<file path="config.mk">
export PLATFORM = sky130hd
export DESIGN_NAME = cartridge_bank_address_mapper
export DESIGN_NICKNAME = d
export VERILOG_FILES = /design/src/hw/rtl/cbam_pkg.sv /design/src/hw/rtl/cartridge_bank_address_mapper.sv /design/src/hw/rtl/cbam_ctrl.sv /design/src/hw/rtl/cbam_map.sv
export SDC_FILE = /design/constraint.sdc
export NUM_CORES = 1
export LEC_CHECK = 0
export BUFFER_PORTS_ARGS = -buffer_cell sky130_fd_sc_hd__buf_2
export CORE_MARGIN = 3
export CORE_UTILIZATION = 37
export CTS_BUF_LIST = sky130_fd_sc_hd__clkbuf_4 sky130_fd_sc_hd__clkbuf_8
export DETAILED_ROUTE_END_ITERATION = 8
export PLACE_DENSITY = 0.55
export SLEW_MARGIN = 0
export SYNTH_ARGS = -nofsm -noshare
export SYNTH_HDL_FRONTEND = slang
export SYNTH_HIERARCHICAL = 1
export SYNTH_SLANG_ARGS = --single-unit
export TNS_END_PERCENT = 10
</file>
<file path="constraint.sdc">
create_clock -name i_clk -period 4.6 [get_ports i_clk]
set_input_delay 0.92 -clock i_clk [delete_from_list [all_inputs] [get_ports i_clk]]
set_output_delay 0.92 -clock i_clk [all_outputs]
set_load 0.03 [all_outputs]
</file>
<file path="src/hw/rtl/cbam_pkg.sv">
// ----------------------------------------------------------------------------
// cbam_pkg
// Shared types and constants for the cartridge bank address mapper: access
// request layout, region codes, controller kinds and address map limits.
// ----------------------------------------------------------------------------
package cbam_pkg;

    // Memory region reported for each access
    typedef enum logic [1:0] {
        REGION_BOOT = 2'd0,
        REGION_ROM  = 2'd1,
        REGION_ERAM = 2'd2,
        REGION_NONE = 2'd3
    } t_region;

    // Bank controller kind, set by the configuration register
    typedef enum logic [1:0] {
        KIND_NONE     = 2'd0,
        KIND_MBC1     = 2'd1,
        KIND_MBC1_RAM = 2'd2,
        KIND_MBC3     = 2'd3
    } t_kind;

    // Control write target, address bits 14:13 of a write below 0x8000
    typedef enum logic [1:0] {
        CMD_RAM_ENABLE = 2'd0,
        CMD_ROM_BANK   = 2'd1,
        CMD_UPPER      = 2'd2,
        CMD_MODE       = 2'd3
    } t_cmd;

    // One bus access request
    typedef struct packed {
        logic        is_write;
        logic [15:0] addr;
        logic [7:0]  wbyte;
        logic [15:0] pc;
    } t_req;

    // Single-bit controller flags
    typedef struct packed {
        logic boot_overlay;
        logic ram_enable;
        logic banking_mode;
    } t_flags;

    localparam int unsigned PHYS_W     = 21;
    localparam int unsigned BANK_OUT_W = 7;

    localparam logic [15:0] ROM_WINDOW_BASE = 16'h4000;
    localparam logic [15:0] ERAM_BASE       = 16'hA000;
    localparam logic [15:0] ERAM_END        = 16'hC000;
    localparam logic [15:0] CTRL_END        = 16'h8000;
    localparam logic [15:0] OVERLAY_END     = 16'h1000;
    localparam logic [15:0] BOOT_PC_MIN     = 16'h0100;
    localparam logic [15:0] BOOT_ROM_END    = 16'h0100;
    localparam logic [7:0]  RAM_ENABLE_KEY  = 8'h0A;
    localparam logic [6:0]  LOW5_MASK       = 7'h1F;
    localparam logic [6:0]  HIGH2_MASK      = 7'h60;
    localparam logic [6:0]  BANK7_MASK      = 7'h7F;
    localparam int unsigned ROM_OFS_W       = 14;
    localparam int unsigned RAM_OFS_W       = 13;

    localparam t_flags FLAGS_RESET = '{boot_overlay: 1'b1, ram_enable: 1'b0,
                                       banking_mode: 1'b0};

endpackage

</file>
<file path="src/hw/rtl/cartridge_bank_address_mapper.sv">
// ----------------------------------------------------------------------------
// cartridge_bank_address_mapper
// Cartridge bank controller and address mapper for one CPU bus access per
// cycle unless stalled, with boot ROM overlay and selectable controller kind.
// ----------------------------------------------------------------------------
// Each request passes an input register and then a result register. One
// request can be accepted every cycle unless the result side stalls; the
// decode between the two registers, which also feeds the bank register
// update, is combinational. Write the controller kind only while no request
// is in flight. Physical addresses are 21 bits (2 MB ROM window); RAM enable
// is reported but does not gate accesses.
module cartridge_bank_address_mapper
    import cbam_pkg::*;
#(
    parameter int unsigned ROM_BANK_BITS  = 7,
    parameter int unsigned RAM_BANK_BITS  = 2,
    parameter int unsigned BOOT_ROM_BYTES = 256
) (
    input  logic              i_clk,
    input  logic              i_rst_n,
    // configuration
    input  logic              i_cfg_we,
    input  logic [1:0]        i_cfg_data,
    // request channel
    input  logic              i_in_valid,
    output logic              o_in_ready,
    input  logic              i_is_write,
    input  logic [15:0]       i_bus_address,
    input  logic [7:0]        i_write_byte,
    input  logic [15:0]       i_program_counter,
    // result channel
    output logic              o_out_valid,
    input  logic              i_out_ready,
    output logic [1:0]        o_region,
    output logic [PHYS_W-1:0] o_physical_address,
    output logic              o_ext_ram_write,
    output logic [7:0]        o_data_out,
    output logic              o_ram_enabled,
    output logic [6:0]        o_current_rom_bank
);

    // boot ROM spans the first BOOT_ROM_BYTES bytes of the address space
    localparam logic [15:0] BOOT_LIMIT = 16'(BOOT_ROM_BYTES);

    logic                     r_s1_valid;
    t_req                     r_s1_req;
    logic                     r_out_valid;
    t_region                  r_region;
    logic [PHYS_W-1:0]        r_phys;
    logic                     r_ram_write;
    logic [7:0]               r_data;
    logic                     r_ram_en;
    logic [6:0]               r_rom_bank;

    logic                     step;
    t_kind                    kind;
    t_flags                   flags, next_flags;
    logic [ROM_BANK_BITS-1:0] window_bank, next_rom_bank;
    logic [RAM_BANK_BITS-1:0] ram_bank;
    t_region                  region;
    logic [PHYS_W-1:0]        phys;
    logic                     ram_write;
    logic [7:0]               data;
    logic [ROM_BANK_BITS+6:0] bank_ext;
    logic                     boot_view;

    // Handshake: stage 2 moves when the result register is free or drained
    assign step       = r_s1_valid && (!r_out_valid || i_out_ready);
    assign o_in_ready = !r_s1_valid || step;

    // Input register
    always_ff @(posedge i_clk) begin
        if (!i_rst_n) begin
            r_s1_valid <= 1'b0;
        end else if (o_in_ready) begin
            r_s1_valid <= i_in_valid;
        end
    end

    always_ff @(posedge i_clk) begin
        if (o_in_ready && i_in_valid) begin
            r_s1_req <= '{is_write: i_is_write, addr: i_bus_address,
                          wbyte: i_write_byte, pc: i_program_counter};
        end
    end

    cbam_ctrl #(
        .ROM_BANK_BITS (ROM_BANK_BITS),
        .RAM_BANK_BITS (RAM_BANK_BITS)
    ) u_ctrl (
        .i_clk           (i_clk),
        .i_rst_n         (i_rst_n),
        .i_cfg_we        (i_cfg_we),
        .i_cfg_data      (i_cfg_data),
        .i_step          (step),
        .i_req           (r_s1_req),
        .o_kind          (kind),
        .o_flags         (flags),
        .o_window_bank   (window_bank),
        .o_ram_bank      (ram_bank),
        .o_next_flags    (next_flags),
        .o_next_rom_bank (next_rom_bank)
    );

    // overlay only matters inside the boot ROM span
    assign boot_view = flags.boot_overlay && (r_s1_req.addr < BOOT_LIMIT);

    cbam_map #(
        .ROM_BANK_BITS (ROM_BANK_BITS),
        .RAM_BANK_BITS (RAM_BANK_BITS)
    ) u_map (
        .i_req          (r_s1_req),
        .i_kind         (kind),
        .i_boot_overlay (boot_view),
        .i_window_bank  (window_bank),
        .i_ram_bank     (ram_bank),
        .o_region       (region),
        .o_phys         (phys),
        .o_ram_write    (ram_write),
        .o_data         (data)
    );

    assign bank_ext = {7'd0, next_rom_bank};

    // Result register
    always_ff @(posedge i_clk) begin
        if (!i_rst_n) begin
            r_out_valid <= 1'b0;
        end else if (step) begin
            r_out_valid <= 1'b1;
        end else if (i_out_ready) begin
            r_out_valid <= 1'b0;
        end
    end

    always_ff @(posedge i_clk) begin
        if (step) begin
            r_region    <= region;
            r_phys      <= phys;
            r_ram_write <= ram_write;
            r_data      <= data;
            r_ram_en    <= next_flags.ram_enable;
            r_rom_bank  <= bank_ext[6:0];
        end
    end

    assign o_out_valid        = r_out_valid;
    assign o_region           = r_region;
    assign o_physical_address = r_phys;
    assign o_ext_ram_write    = r_ram_write;
    assign o_data_out         = r_data;
    assign o_ram_enabled      = r_ram_en;
    assign o_current_rom_bank = r_rom_bank;

endmodule

</file>
<file path="src/hw/rtl/cbam_ctrl.sv">
// ----------------------------------------------------------------------------
// cbam_ctrl
// Bank controller state: controller kind, boot overlay, ROM and RAM bank
// registers, RAM enable and banking mode. Applies control writes and the
// boot overlay exit for each request that leaves the input stage.
// ----------------------------------------------------------------------------
module cbam_ctrl
    import cbam_pkg::*;
#(
    parameter int unsigned ROM_BANK_BITS = 7,
    parameter int unsigned RAM_BANK_BITS = 2
) (
    input  logic                     i_clk,
    input  logic                     i_rst_n,
    input  logic                     i_cfg_we,
    input  logic [1:0]               i_cfg_data,
    input  logic                     i_step,
    input  t_req                     i_req,
    output t_kind                    o_kind,
    output t_flags                   o_flags,
    output logic [ROM_BANK_BITS-1:0] o_window_bank,
    output logic [RAM_BANK_BITS-1:0] o_ram_bank,
    output t_flags                   o_next_flags,
    output logic [ROM_BANK_BITS-1:0] o_next_rom_bank
);

    t_kind                     r_kind;
    t_flags                    r_flags, n_flags;
    logic [ROM_BANK_BITS-1:0]  r_rom_bank, n_rom_bank;
    logic [ROM_BANK_BITS-1:0]  r_window, n_window;
    logic [RAM_BANK_BITS-1:0]  r_ram_bank, n_ram_bank;

    logic [ROM_BANK_BITS+6:0]  cur_ext;
    logic [6:0]                cur7;
    logic [6:0]                lo5, lo7, bank7;
    logic [ROM_BANK_BITS+6:0]  bank_fit;
    logic [ROM_BANK_BITS-1:0]  win;
    logic [RAM_BANK_BITS+7:0]  ram_fit;
    logic                      ctrl_wr;
    t_cmd                      cmd;
    logic                      bank_upd;

    // Current ROM bank viewed as seven bits
    assign cur_ext = {7'd0, r_rom_bank};
    assign cur7    = cur_ext[6:0];

    // Candidate low bank values with the zero-to-one fixup
    always_comb begin
        lo5 = {2'b00, i_req.wbyte[4:0]};
        if (lo5 == 7'd0) begin
            lo5 = 7'd1;
        end
        lo7 = i_req.wbyte[6:0];
        if (lo7 == 7'd0) begin
            lo7 = 7'd1;
        end
    end

    assign ctrl_wr = i_req.is_write && (r_kind != KIND_NONE) && (i_req.addr < CTRL_END);
    assign cmd     = t_cmd'(i_req.addr[14:13]);
    assign ram_fit = {RAM_BANK_BITS'(0), i_req.wbyte};

    // Control write decode
    always_comb begin
        n_flags    = r_flags;
        n_ram_bank = r_ram_bank;
        bank7      = cur7;
        bank_upd   = 1'b0;
        if (i_step) begin
            // boot overlay exit on a low ROM read past the boot area
            if (!i_req.is_write && r_flags.boot_overlay && (i_req.addr >= BOOT_ROM_END)
                && (i_req.addr < OVERLAY_END) && (i_req.pc >= BOOT_PC_MIN)) begin
                n_flags.boot_overlay = 1'b0;
            end
            if (ctrl_wr) begin
                case (cmd)
                    CMD_RAM_ENABLE: begin
                        if (r_kind == KIND_MBC1_RAM || r_kind == KIND_MBC3) begin
                            n_flags.ram_enable = (i_req.wbyte == RAM_ENABLE_KEY);
                        end
                    end
                    CMD_ROM_BANK: begin
                        bank_upd = 1'b1;
                        if (r_kind == KIND_MBC3) begin
                            bank7 = lo7;
                        end else begin
                            bank7 = (cur7 & HIGH2_MASK) | lo5;
                        end
                    end
                    CMD_UPPER: begin
                        if (r_kind == KIND_MBC3) begin
                            if (i_req.wbyte <= 8'd3) begin
                                n_ram_bank = ram_fit[RAM_BANK_BITS-1:0];
                            end
                        end else if (r_flags.banking_mode) begin
                            n_ram_bank = ram_fit[RAM_BANK_BITS-1:0] &
                                         RAM_BANK_BITS'(2'b11);
                        end else begin
                            bank_upd = 1'b1;
                            bank7    = (cur7 & LOW5_MASK) | {i_req.wbyte[1:0], 5'd0};
                        end
                    end
                    CMD_MODE: begin
                        if (r_kind == KIND_MBC1_RAM) begin
                            n_flags.banking_mode = i_req.wbyte[0];
                        end
                    end
                    default: begin
                    end
                endcase
            end
        end
    end

    // Fit the seven-bit result into the bank register and follow the window
    assign bank_fit = {ROM_BANK_BITS'(0), bank7};
    always_comb begin
        n_rom_bank = r_rom_bank;
        n_window   = r_window;
        win        = bank_fit[ROM_BANK_BITS-1:0];
        if (r_kind != KIND_MBC3 && win[4:0] == 5'd0) begin
            win[0] = 1'b1;
        end
        if (bank_upd) begin
            n_rom_bank = bank_fit[ROM_BANK_BITS-1:0];
            n_window   = win;
        end
    end

    // State registers
    always_ff @(posedge i_clk) begin
        if (!i_rst_n) begin
            r_kind     <= KIND_NONE;
            r_flags    <= FLAGS_RESET;
            r_rom_bank <= '0;
            r_window   <= ROM_BANK_BITS'(1);
            r_ram_bank <= '0;
        end else begin
            if (i_cfg_we) begin
                r_kind <= t_kind'(i_cfg_data);
            end
            r_flags    <= n_flags;
            r_rom_bank <= n_rom_bank;
            r_window   <= n_window;
            r_ram_bank <= n_ram_bank;
        end
    end

    assign o_kind          = r_kind;
    assign o_flags         = r_flags;
    assign o_window_bank   = r_window;
    assign o_ram_bank      = r_ram_bank;
    assign o_next_flags    = n_flags;
    assign o_next_rom_bank = n_rom_bank;

endmodule

</file>
<file path="src/hw/rtl/cbam_map.sv">
// ----------------------------------------------------------------------------
// cbam_map
// Address translation: picks the region for a request and forms the
// physical byte address from the current bank registers.
// ----------------------------------------------------------------------------
module cbam_map
    import cbam_pkg::*;
#(
    parameter int unsigned ROM_BANK_BITS = 7,
    parameter int unsigned RAM_BANK_BITS = 2
) (
    input  t_req                     i_req,
    input  t_kind                    i_kind,
    input  logic                     i_boot_overlay,
    input  logic [ROM_BANK_BITS-1:0] i_window_bank,
    input  logic [RAM_BANK_BITS-1:0] i_ram_bank,
    output t_region                  o_region,
    output logic [PHYS_W-1:0]        o_phys,
    output logic                     o_ram_write,
    output logic [7:0]               o_data
);

    localparam int unsigned ROM_W = ROM_BANK_BITS + ROM_OFS_W + PHYS_W;
    localparam int unsigned RAM_W = RAM_BANK_BITS + RAM_OFS_W + PHYS_W;

    logic             is_eram;
    logic [ROM_W-1:0] rom_full;
    logic [RAM_W-1:0] ram_full;
    logic [PHYS_W-1:0] rom_phys, ram_phys;

    assign is_eram  = (i_req.addr >= ERAM_BASE) && (i_req.addr < ERAM_END);
    assign rom_full = {PHYS_W'(0), i_window_bank, i_req.addr[ROM_OFS_W-1:0]};
    assign ram_full = {PHYS_W'(0), i_ram_bank, i_req.addr[RAM_OFS_W-1:0]};
    assign rom_phys = rom_full[PHYS_W-1:0];
    assign ram_phys = ram_full[PHYS_W-1:0];

    // Region and address select
    always_comb begin
        o_region    = REGION_NONE;
        o_phys      = '0;
        o_ram_write = 1'b0;
        o_data      = '0;
        if (i_req.is_write) begin
            if (i_kind != KIND_NONE && i_req.addr >= CTRL_END && is_eram) begin
                o_region    = REGION_ERAM;
                o_phys      = ram_phys;
                o_ram_write = 1'b1;
                o_data      = i_req.wbyte;
            end
        end else if (i_req.addr < ROM_WINDOW_BASE) begin
            o_region = REGION_ROM;
            o_phys   = {5'd0, i_req.addr};
            if (i_boot_overlay && i_req.addr < BOOT_ROM_END) begin
                o_region = REGION_BOOT;
            end
        end else if (i_req.addr < CTRL_END) begin
            o_region = REGION_ROM;
            o_phys   = rom_phys;
        end else if (is_eram) begin
            o_region = REGION_ERAM;
            o_phys   = ram_phys;
        end
    end

endmodule

</file>
# --- After elaboration in Yosys (flattened, before gate mapping) ---
# Index checks and enable logic that the tools add are counted.
totals:
  ff_bits: 104
  out_inout_bits: 42
  wordCells: 108
classes:
  magnitude_cmp: 10
  n_eq_ne: 8
  n_mux: 38
  bitwise_logic: 2
  n_reduce_logical: 31
op_table:
  columns: ["cell", "count"]
  rows:
  - ["two-way mux 21 bit", 3]
  - ["two-way mux 7 bit", 7]
  - ["greater-or-equal comparator 16 bit, second input constant", 2]
  - ["greater-or-equal comparator 16 x 9 -> 1 bit, second input constant", 2]
  - ["less-than comparator 16 bit, second input constant", 2]
  - ["two-way mux 15 bit", 2]
  - ["less-than comparator 16 x 13 -> 1 bit, second input constant", 1]
  - ["less-than comparator 16 x 15 -> 1 bit, second input constant", 1]
  - ["less-than comparator 16 x 9 -> 1 bit, second input constant", 1]
  - ["two-way mux 2 bit", 8]
  - ["two-way mux 1 bit", 15]
  - ["logical AND 1 bit", 14]
  - ["one-hot mux 7 bit (2 select lines)", 1]
  - ["logical NOT 5 bit", 2]
  - ["== test 2 bit, second input constant", 4]
  - ["== test 8 x 4 -> 1 bit, second input constant", 1]
  - ["less-or-equal comparator 8 x 2 -> 1 bit, second input constant", 1]
  - ["logical NOT 7 bit", 1]
  - ["bitwise OR 5 x 7 -> 7 bit", 1]
  - ["bitwise OR 7 bit", 1]
  - ["nonzero test 2 bit", 3]
  - ["two-way mux 5 bit", 1]
  - ["AND reduction 5 bit", 1]
  - ["inequality test 2 bit, second input constant", 2]
  - ["7 further kinds", 12]

# --- Logic depth before layout (Yosys ltp) ---
# Gate-level depths: netlist of run 1.
depth:
  depth_word: 10
  mapped_depth: 8
  mapped_depth_nobuf: 6

# --- By module ---
# Netlist of run 1, hierarchy kept.
modules_own_cells:
  columns: ["mod", "n_inst", "cells_each", "area_each_um2", "seq_area_each_um2"]
  rows:
  - ["cartridge_bank_address_mapper", 1, 93, 2544.9, 2472.4]
  - ["cbam_ctrl", 1, 136, 1260.0, 420.4]
  - ["cbam_map", 1, 50, 335.3, 0.0]

# --- Worst setup path after synthesis of run 1 ---
# OpenSTA, ideal clock, no wires.
synth_timing:
  path_type: "input to register"
  startpoint: "input port i_out_ready"
  endpoint: "register u_ctrl.r_flags (netlist bit u_ctrl/o_flags[0])"
  t_arrival_ps: 3953
  setup_slack_ps: 532
  stages: 7
  path_cell_list: "nor2b_1 > nor2b_1 > and3b_1 > buf_6 > and4b_1 > mux2_4 > and2_1"
synth_via:
  elab_chain_len: 3
synth_rtl:
  columns: ["item", "line_no", "source"]
  rows:
  - ["from (decl)", "cartridge_bank_address_mapper.sv:33", "input logic i_out_ready,"]
  - ["logical OR 1 bit", "cartridge_bank_address_mapper.sv:68", "assign step = r_s1_valid && (!r_out_valid || i_out_ready);"]
  - ["logical AND 1 bit", "cartridge_bank_address_mapper.sv:68", null]
  - ["via step", "cartridge_bank_address_mapper.sv:55", "logic step;"]
  - ["AND reduction 4 bit (no source line)", null, null]
  - ["to (signal assigned)", "cbam_ctrl.sv:142", "r_flags <= n_flags;"]
  - ["to (decl)", "cbam_ctrl.sv:28", "t_flags r_flags, n_flags;"]
# The timed path passes the listed nets, and every way through them passes these cells.
# A chain may end at the register's enable or synchronous reset.

# --- Worst setup path in the final report of run 1 ---
layout_timing:
  startpoint: "input port i_out_ready"
  endpoint: "output port o_in_ready"
layout_via:
  elab_chain_len: 3
layout_rtl:
  columns: ["item", "line_no", "source"]
  rows:
  - ["logical OR 1 bit", "cartridge_bank_address_mapper.sv:68", null]
  - ["logical AND 1 bit", "cartridge_bank_address_mapper.sv:68", null]
  - ["logical OR 1 bit", "cartridge_bank_address_mapper.sv:69", "assign o_in_ready = !r_s1_valid || step;"]
  - ["to (decl)", "cartridge_bank_address_mapper.sv:26", "output logic o_in_ready,"]
# Every way passes these cells.

==> flow_summary.ini, run 1 <==
[clock_tree]
cts.path.max_buffers = 2
worst_skew_pair.late_latency_ps = 360
cts_resized = 0
cts_root_buffer = clkbuf_8
cts.htree.levels = 3
clkSlewWorstSetupHoldPaths_ps = 90
cts-buffers-inserted = 9
clock_tree_from_tritoncts = done
tritoncts_num_sinks = 96
cts_hold_repair.buffers = 0
post-cts-setup-buffer-count = 0

[sta]
maxSlewHeadroom_pct = 29.3
period_needed_ps = 2290
tns_ps = 0
report.final.setup_viol = 0
drv_slew = 0
clock-skew-final_ps = 8.47
grt_setup_unrepaired = false
hold_viol = 0
min_period_over_period_pct = 49.8
clock.fmax_ghz = 0.437
final.setup.worst_slack_ps = 2310
tightest_slew_ps = 1060

[placement]
port_buffers = 81
dpl.hpwl_mm = 5.20
placement.setup.worst_slack_ps = 2040
globalplace.congestion = 0.779

[final_layout]
design.final.nets = 404
fillCellCount = 923
final_cell_mix = buf_2 (81), edfxtp_1 (73), dfxtp_1 (23)
drive_above_1_share_pct = 36.1
n_antenna_cell = 0
growth_of_design_area_from_synthesis_to_finish_pct = 18.4
final_common_cell = buf_2

[global_route]
maximum_number_of_pins_on_one_net_before_global_route_repair = 42
first_pass_grt_wire_length_mm = 11.9
first_global_vias = 2297
grt-ovfl-total = 0
grt_use_total_pct = 13.5
grt_antenna_before_repair = 0

[floorplan]
design.core.area_sq_um = 10000
dieHeight_um = 109
initial_utilization_pct = 39.0
rows = 36
die_area_sq_um = 11800
die_width_um = 109
boundaryPins = 90

[routing]
total_detailed_routing_wirelength_mm = 7.58
route.antenna.remaining_nets = 0
via_per_inst = 4.91
detailroute.via_count = 2408
wl_per_cell_um = 15.5
remaining_drc_errors = 0
initialDrtViolationCount = 166
dr.pass1.iters = 4

[worst_setup_path]
criticalPathCategory = primary input to primary output
worstSetupEndpointType = primary output
critPathArrivalTime_ps = 1370
critical_path_required_ps = 3680
critical_path.startpoint_type = primary input
critPathMaxFanout = 2

[status]
outcome = finished clean

[logic_synthesis]
synth_area_per_cell_sq_um = 14.4
syn-num-nets = 322
post_synth_instance_area_sq_um = 3900
synth_cells = 270
yosysWarnings = 6

[hold_path]
min-delay-path-class = flip-flop to flip-flop

[power]
pwr_density_cell_nw_per_um2 = 364
power.ir.vdd_worst_v = 0.000176
power.leakage_nw = 1.81

[job]
timing.max_cap.violations = 0
-- area by class of cell --
cell class / count / area [sq um] / area share [%]
Clock inverter: 5 / 57.6 / 1.25
Sequential cell: 96 / 2650 / 57.5
Clock buffer: 11 / 145 / 3.15
Multi-Input combinational cell: 149 / 1130 / 24.4
Tap cell: 133 / 166 / 3.61
Inverter: 14 / 52.6 / 1.14
Timing Repair Buffer: 82 / 413 / 8.95
-- per-stage QoR --
stage	hold WS (ps)	util (%)	total power, mW	cells	cell area [sq um]
finish	467	46.1	1.68	490	4610
global route	503	46.1	1.76	490	4610
CTS	471	46.1	1.70	490	4610
detailed placement	458	44.1	1.15	474	4410
global placement	466	44.1	1.15	474	4410
floorplan	434	-	1.10	270	3900
-- power by group --
group	internal [mW]	switching, mW
Sequential	0.971	0.0264
Clock	0.272	0.281
Combinational	0.0442	0.0856
Total	1.29	0.393
-- state kept, by name (all words and copies together), names as in the netlist, 2 cells and up --
name	flops
o_physical_address	21
u_ctrl/o_flags	3
u_ctrl/o_window_bank	7
o_data_out	8
u_ctrl/o_kind	2
u_ctrl/o_ram_bank	2
r_s1_req	33
o_region	2
o_current_rom_bank	7
u_ctrl/cur7	7
-- worst max-delay path: stages --
cell,delay (ps)
buf_2,100
nand3b_1,160
buf_2,190
-- path summary, 6_finish.rpt --
check                           cells past startpoint                     from                 endpoint  slack, ps
worst min-delay path                                2  u_ctrl/o_window_bank[1]  u_ctrl/o_window_bank[1]        470
worst min register to register                      2  u_ctrl/o_window_bank[1]  u_ctrl/o_window_bank[1]        470
worst max register to register                      6             r_s1_req[38]    o_current_rom_bank[6]       2370
worst max-delay path                                3              i_out_ready               o_in_ready       2310
-- per-layer routing --
layer	vias up	wire, um	GRT usage [%]
li1	1201	-	-
met1	1126	3480	18.6
met2	71	3500	20.3
met3	10	489	3.67
met4	0	111	5.68
met5	-	0	0
(Power assumes the default switching activity.)
==> run 2, diff against run 1 <==
--- a/config.mk
+++ b/config.mk
@@ -10,7 +10,7 @@
 export CORE_UTILIZATION = 37
 export CTS_BUF_LIST = sky130_fd_sc_hd__clkbuf_4 sky130_fd_sc_hd__clkbuf_8
 export DETAILED_ROUTE_END_ITERATION = 8
-export PLACE_DENSITY = 0.55
+export PLACE_DENSITY = 0.57
 export SLEW_MARGIN = 0
 export SYNTH_ARGS = -nofsm -noshare
 export SYNTH_HDL_FRONTEND = slang
==> constraint.sdc (replaced) <==
create_clock -name i_clk -period 1.9 [get_ports i_clk]
set_input_delay 0.38 -clock i_clk [delete_from_list [all_inputs] [get_ports i_clk]]
set_output_delay 0.38 -clock i_clk [all_outputs]
set_load 0.03 [all_outputs]
==> flow_summary.ini, run 2 (same netlist as run 1, synthesis figures left out) <==
[floorplan]
boundaryPins = 90
design.core.area_sq_um = 10000
die_area_sq_um = 11800
rows = 36
die_width_um = 109
initial_utilization_pct = 39.0
dieHeight_um = 109

[hold_path]
source_of_the_worst_hold_timing_path = i_bus_address[6]
min-delay-path-class = primary input to flip-flop

[worst_setup_path]
critical_path.startpoint_type = flip-flop
crit-reg2reg-launch = r_s1_valid
crit_start = r_s1_valid
critical_path_required_ps = 2160
critPathArrivalTime_ps = 2060
critPathMaxFanout = 7
worstSetupEndpointType = flip-flop
criticalPathCategory = flip-flop to flip-flop

[power]
power.leakage_nw = 1.92
switching_power_mw = 1.04
power.share.clock_pct = 31.3
overall_power_mw = 4.03
power_report.internal_total_mw = 2.99
power.share.combinational_pct = 9.2
seq_power_share_pct = 59.5
pwr_density_cell_nw_per_um2 = 836
switching_share_pct = 25.8
power.ir.vdd_worst_v = 0.000507

[clock_tree]
cts.path.max_buffers = 2
clock_tree_from_tritoncts = done
cts.htree.levels = 3
worst_skew_pair.late_latency_ps = 370
cts_root_buffer = clkbuf_8
cts-buffers-inserted = 9
clkSlewWorstSetupHoldPaths_ps = 100
cts_hold_repair.buffers = 0
tritoncts_num_sinks = 96

[routing]
initialDrtViolationCount = 121
dr.pass1.iters = 5
remaining_drc_errors = 0
wl_per_cell_um = 15.5
route.antenna.remaining_nets = 0
total_detailed_routing_wirelength_mm = 7.90
via_per_inst = 4.90
detailroute.via_count = 2505

[job]
timing.max_cap.violations = 0

[final_layout]
growth_of_design_area_from_synthesis_to_finish_pct = 23.9
drive_above_1_share_pct = 42.3
largest_register = r_s1_req
final_cell_mix = buf_2 (81), edfxtp_1 (73), dfxtp_1 (22)
n_antenna_cell = 0
final_common_cell = buf_2
design.final.nets = 425
largest_register_ffs = 33
instances_no_fill = 511

[sta]
period_needed_ps = 1800
tightest_slew_ps = 536
hold_viol = 0
clock-skew-final_ps = 11.0
grt_setup_unrepaired = false
maxSlewHeadroom_pct = 64.3
report.final.setup_viol = 0
clock.fmax_ghz = 0.557
min_period_over_period_pct = 94.5
drv_slew = 0
worst_hold_slack_ps = 185

[status]
outcome = finished clean

[global_route]
grt-ovfl-total = 0
grt_antenna_before_repair = 0
first_pass_grt_wire_length_mm = 12.8
maximum_number_of_pins_on_one_net_before_global_route_repair = 42
grt_use_total_pct = 14.5
first_global_vias = 2538

[placement]
port_buffers = 81
dpl.hpwl_mm = 5.61
globalplace.congestion = 0.815
placed_cells = 492
[run 2: cell types whose count changed in the layout (fill, tap and decap cells not counted), moves of 2 or more]
cell	change
nand2_1	-2
a221oi_2	+3
buf_4	+20
a221oi_1	-3
inv_8	+3
[run 2: layout make-up]
type,count,area (sq um)
clock buffers,9,124
flip-flops and latches,96,2660
repair buffers,103,583
multi-input cells,149,1180
fillers,918,5170
clock inverters,7,63.8
well taps,133,166
inverters,14,52.6
[run 2: routing by layer]
layer / global-route usage (%) / wire length [um]
met5: 0 / 0
met4: 6.85 / 181
met3: 3.37 / 406
met2: 22.8 / 3730
met1: 18.9 / 3580
[run 2: worst paths after layout]
kind	slack, ps	endpoint	cells after the start
setup / recovery	100	u_ctrl/o_flags[0]	5
hold / removal	180	r_s1_req[30]	1
setup reg to reg	100	u_ctrl/o_flags[0]	5
hold reg to reg	480	u_ctrl/o_window_bank[3]	2
[run 2: through the flow]
stage	worst slack (ps)	setup TNS (ps)	instance area [sq um]	util (%)
after floorplan	-410	-6840	3960	-
after global placement	104	0	4610	46.1
after detailed placement	51.8	0	4610	46.1
after CTS	81.0	0	4790	47.9
after global routing	1.51	0	4830	48.3
final	105	0	4830	48.3
[run 2: critical path, stage by stage (launching register included)]
cell	delay, ps
dfxtp_1	430
nor2b_4	210
and3b_1	340
and4b_1	270
mux2_4	300
and2_1	150
[run 2: power by group through the flow]
stage               Sequential, mW  Clock [mW]  Combinational [mW]
CTS                           2.40        1.30               0.370
floorplan                     2.52           0               0.146
finish                        2.40        1.26               0.370
global route                  2.41        1.41               0.404
detailed placement            2.45           0               0.370
global placement              2.45           0               0.363
[run 2: what timing repair did]
action,CTS,global route
endpoints found under the hold margin,0,0
buffers inserted,0,3
setup endpoints to repair,0,7
gates resized for setup,0,3
==> run 3, diff against run 2 <==
--- a/config.mk
+++ b/config.mk
@@ -6,11 +6,14 @@
 export NUM_CORES = 1
 export LEC_CHECK = 0
 export BUFFER_PORTS_ARGS = -buffer_cell sky130_fd_sc_hd__buf_2
+export CELL_PAD_IN_SITES_DETAIL_PLACEMENT = 0
+export CELL_PAD_IN_SITES_GLOBAL_PLACEMENT = 1
 export CORE_MARGIN = 3
 export CORE_UTILIZATION = 37
 export CTS_BUF_LIST = sky130_fd_sc_hd__clkbuf_4 sky130_fd_sc_hd__clkbuf_8
+export CTS_CLUSTER_DIAMETER = 150
 export DETAILED_ROUTE_END_ITERATION = 8
-export PLACE_DENSITY = 0.57
+export PLACE_DENSITY = 0.68
 export SLEW_MARGIN = 0
 export SYNTH_ARGS = -nofsm -noshare
 export SYNTH_HDL_FRONTEND = slang
==> flow_summary.ini, run 3 (same netlist as run 1, synthesis figures left out) <==
[sta]
grt_setup_unrepaired = true
drv_slew = 0
clock-skew-final_ps = 11.2
final.setup.worst_slack_ps = 103
maxSlewHeadroom_pct = 64.7
hold_viol = 0
period_needed_ps = 1800
report.final.setup_viol = 0
clock.fmax_ghz = 0.556
tns_ps = 0
min_period_over_period_pct = 94.6
tightest_slew_ps = 530

[routing]
via_per_inst = 4.97
total_detailed_routing_wirelength_mm = 8.16
dr.pass1.iters = 4
detailroute.via_count = 2566
remaining_drc_errors = 0
initialDrtViolationCount = 135
route.antenna.remaining_nets = 0
wl_per_cell_um = 15.8

[worst_setup_path]
critPathMaxFanout = 4
worstSetupEndpointType = flip-flop
critPathArrivalTime_ps = 1900
critical_path.cell_chain = buf_6 -> or3_4 -> nor4_4 -> nor4b_4 -> a31oi_1
timing.critical_path.slowest_stage_cell = edfxtp_1
criticalPathCategory = flip-flop to flip-flop
critical_path.startpoint_type = flip-flop
buffers_and_inverters_on_the_worst_path = 1
worst_path_largest_cell_delay_ps = 460
critical_path_required_ps = 2000
critPathTopFamily = simple AND/OR/NAND/NOR gates

[job]
timing.max_cap.violations = 0

[floorplan]
die_width_um = 109
rows = 36
initial_utilization_pct = 39.0
dieHeight_um = 109
design.core.area_sq_um = 10000
die_area_sq_um = 11800
boundaryPins = 90

[final_layout]
final_common_cell = buf_2
final_cell_mix = buf_2 (81), edfxtp_1 (73), buf_4 (24)
design.final.nets = 430
instances_no_fill = 516
design_area_sq_um = 4900
n_antenna_cell = 0
growth_of_design_area_from_synthesis_to_finish_pct = 25.8
largest_register_ffs = 33
drive_above_1_share_pct = 43.1
largest_register = r_s1_req

[power]
pwr_density_cell_nw_per_um2 = 831
overall_power_mw = 4.07
power.ir.vdd_worst_v = 0.000322
power.leakage_nw = 1.95

[placement]
dpl.hpwl_mm = 5.84
placed_cells = 494
port_buffers = 81
globalplace.congestion = 0.770
placement.setup.worst_slack_ps = 59.7
placed_cell_area_sq_um = 4620

[hold_path]
min-delay-path-class = primary input to flip-flop

[clock_tree]
cts_hold_repair.buffers = 0
cts-buffers-inserted = 9
clkSlewWorstSetupHoldPaths_ps = 100
cts.htree.levels = 3
cts_root_buffer = clkbuf_8
worst_skew_pair.late_latency_ps = 360
cts.path.max_buffers = 2
tritoncts_num_sinks = 96
clock_tree_from_tritoncts = done

[global_route]
grt_use_total_pct = 14.7
first_global_vias = 2504
first_pass_grt_wire_length_mm = 12.9
maximum_number_of_pins_on_one_net_before_global_route_repair = 42
grt_antenna_before_repair = 0
grt-ovfl-total = 0

[status]
outcome = finished clean
## run 3: cell count changes in the layout (fill, tap and decap cells not counted), sizes merged
cell	change
buf	+5
inv	-1
clkinv	+1
## run 3: path summary, 6_finish.rpt
path / startpoint / endpoint / slack [ps] / cells past startpoint
hold / removal: i_program_counter[10] / r_s1_req[10] / 180 / 1
hold reg to reg: u_ctrl/o_window_bank[3] / u_ctrl/o_window_bank[3] / 470 / 2
setup / recovery: r_s1_req[37] / o_region[0] / 100 / 5
setup reg to reg: r_s1_req[37] / o_region[0] / 100 / 5
## run 3: timing repair
| item | in CTS | in global routing |
|---|---|---|
| setup buffers | 0 | 6 |
| endpoints found under the hold margin | 0 | 0 |
| endpoints found under the setup margin | 0 | 13 |
| resized for setup | 0 | 7 |
## run 3: metal layers
metal  global-route usage [%]  wire length, um  vias up
met5                        0                0        -
met4                     6.04              113        0
met3                     3.79              450       11
met2                     22.7             3840       74
met1                     19.9             3760     1228
li1                         -                -     1253
## run 3: cell type report
cell class / instances / area (sq um)
Fill cell: 913 / 5100
Sequential cell: 96 / 2660
Multi-Input combinational cell: 149 / 1200
Timing Repair Buffer: 108 / 628
Tap cell: 133 / 166
Clock buffer: 9 / 124
Clock inverter: 7 / 75.1
Inverter: 14 / 52.6
## run 3: per-stage QoR
| stage | hold slack (ps) | util, % |
|---|---|---|
| finish | 184 | 49.0 |
| global route | 149 | 49.0 |
| CTS | 162 | 48.2 |
| detailed placement | 466 | 46.2 |
| global placement | 468 | 46.2 |
| floorplan | 436 | - |
## run 3: where the power goes
part	internal, mW	switching [mW]
clock network	0.518	0.767
logic	0.147	0.240
registers	2.35	0.0509
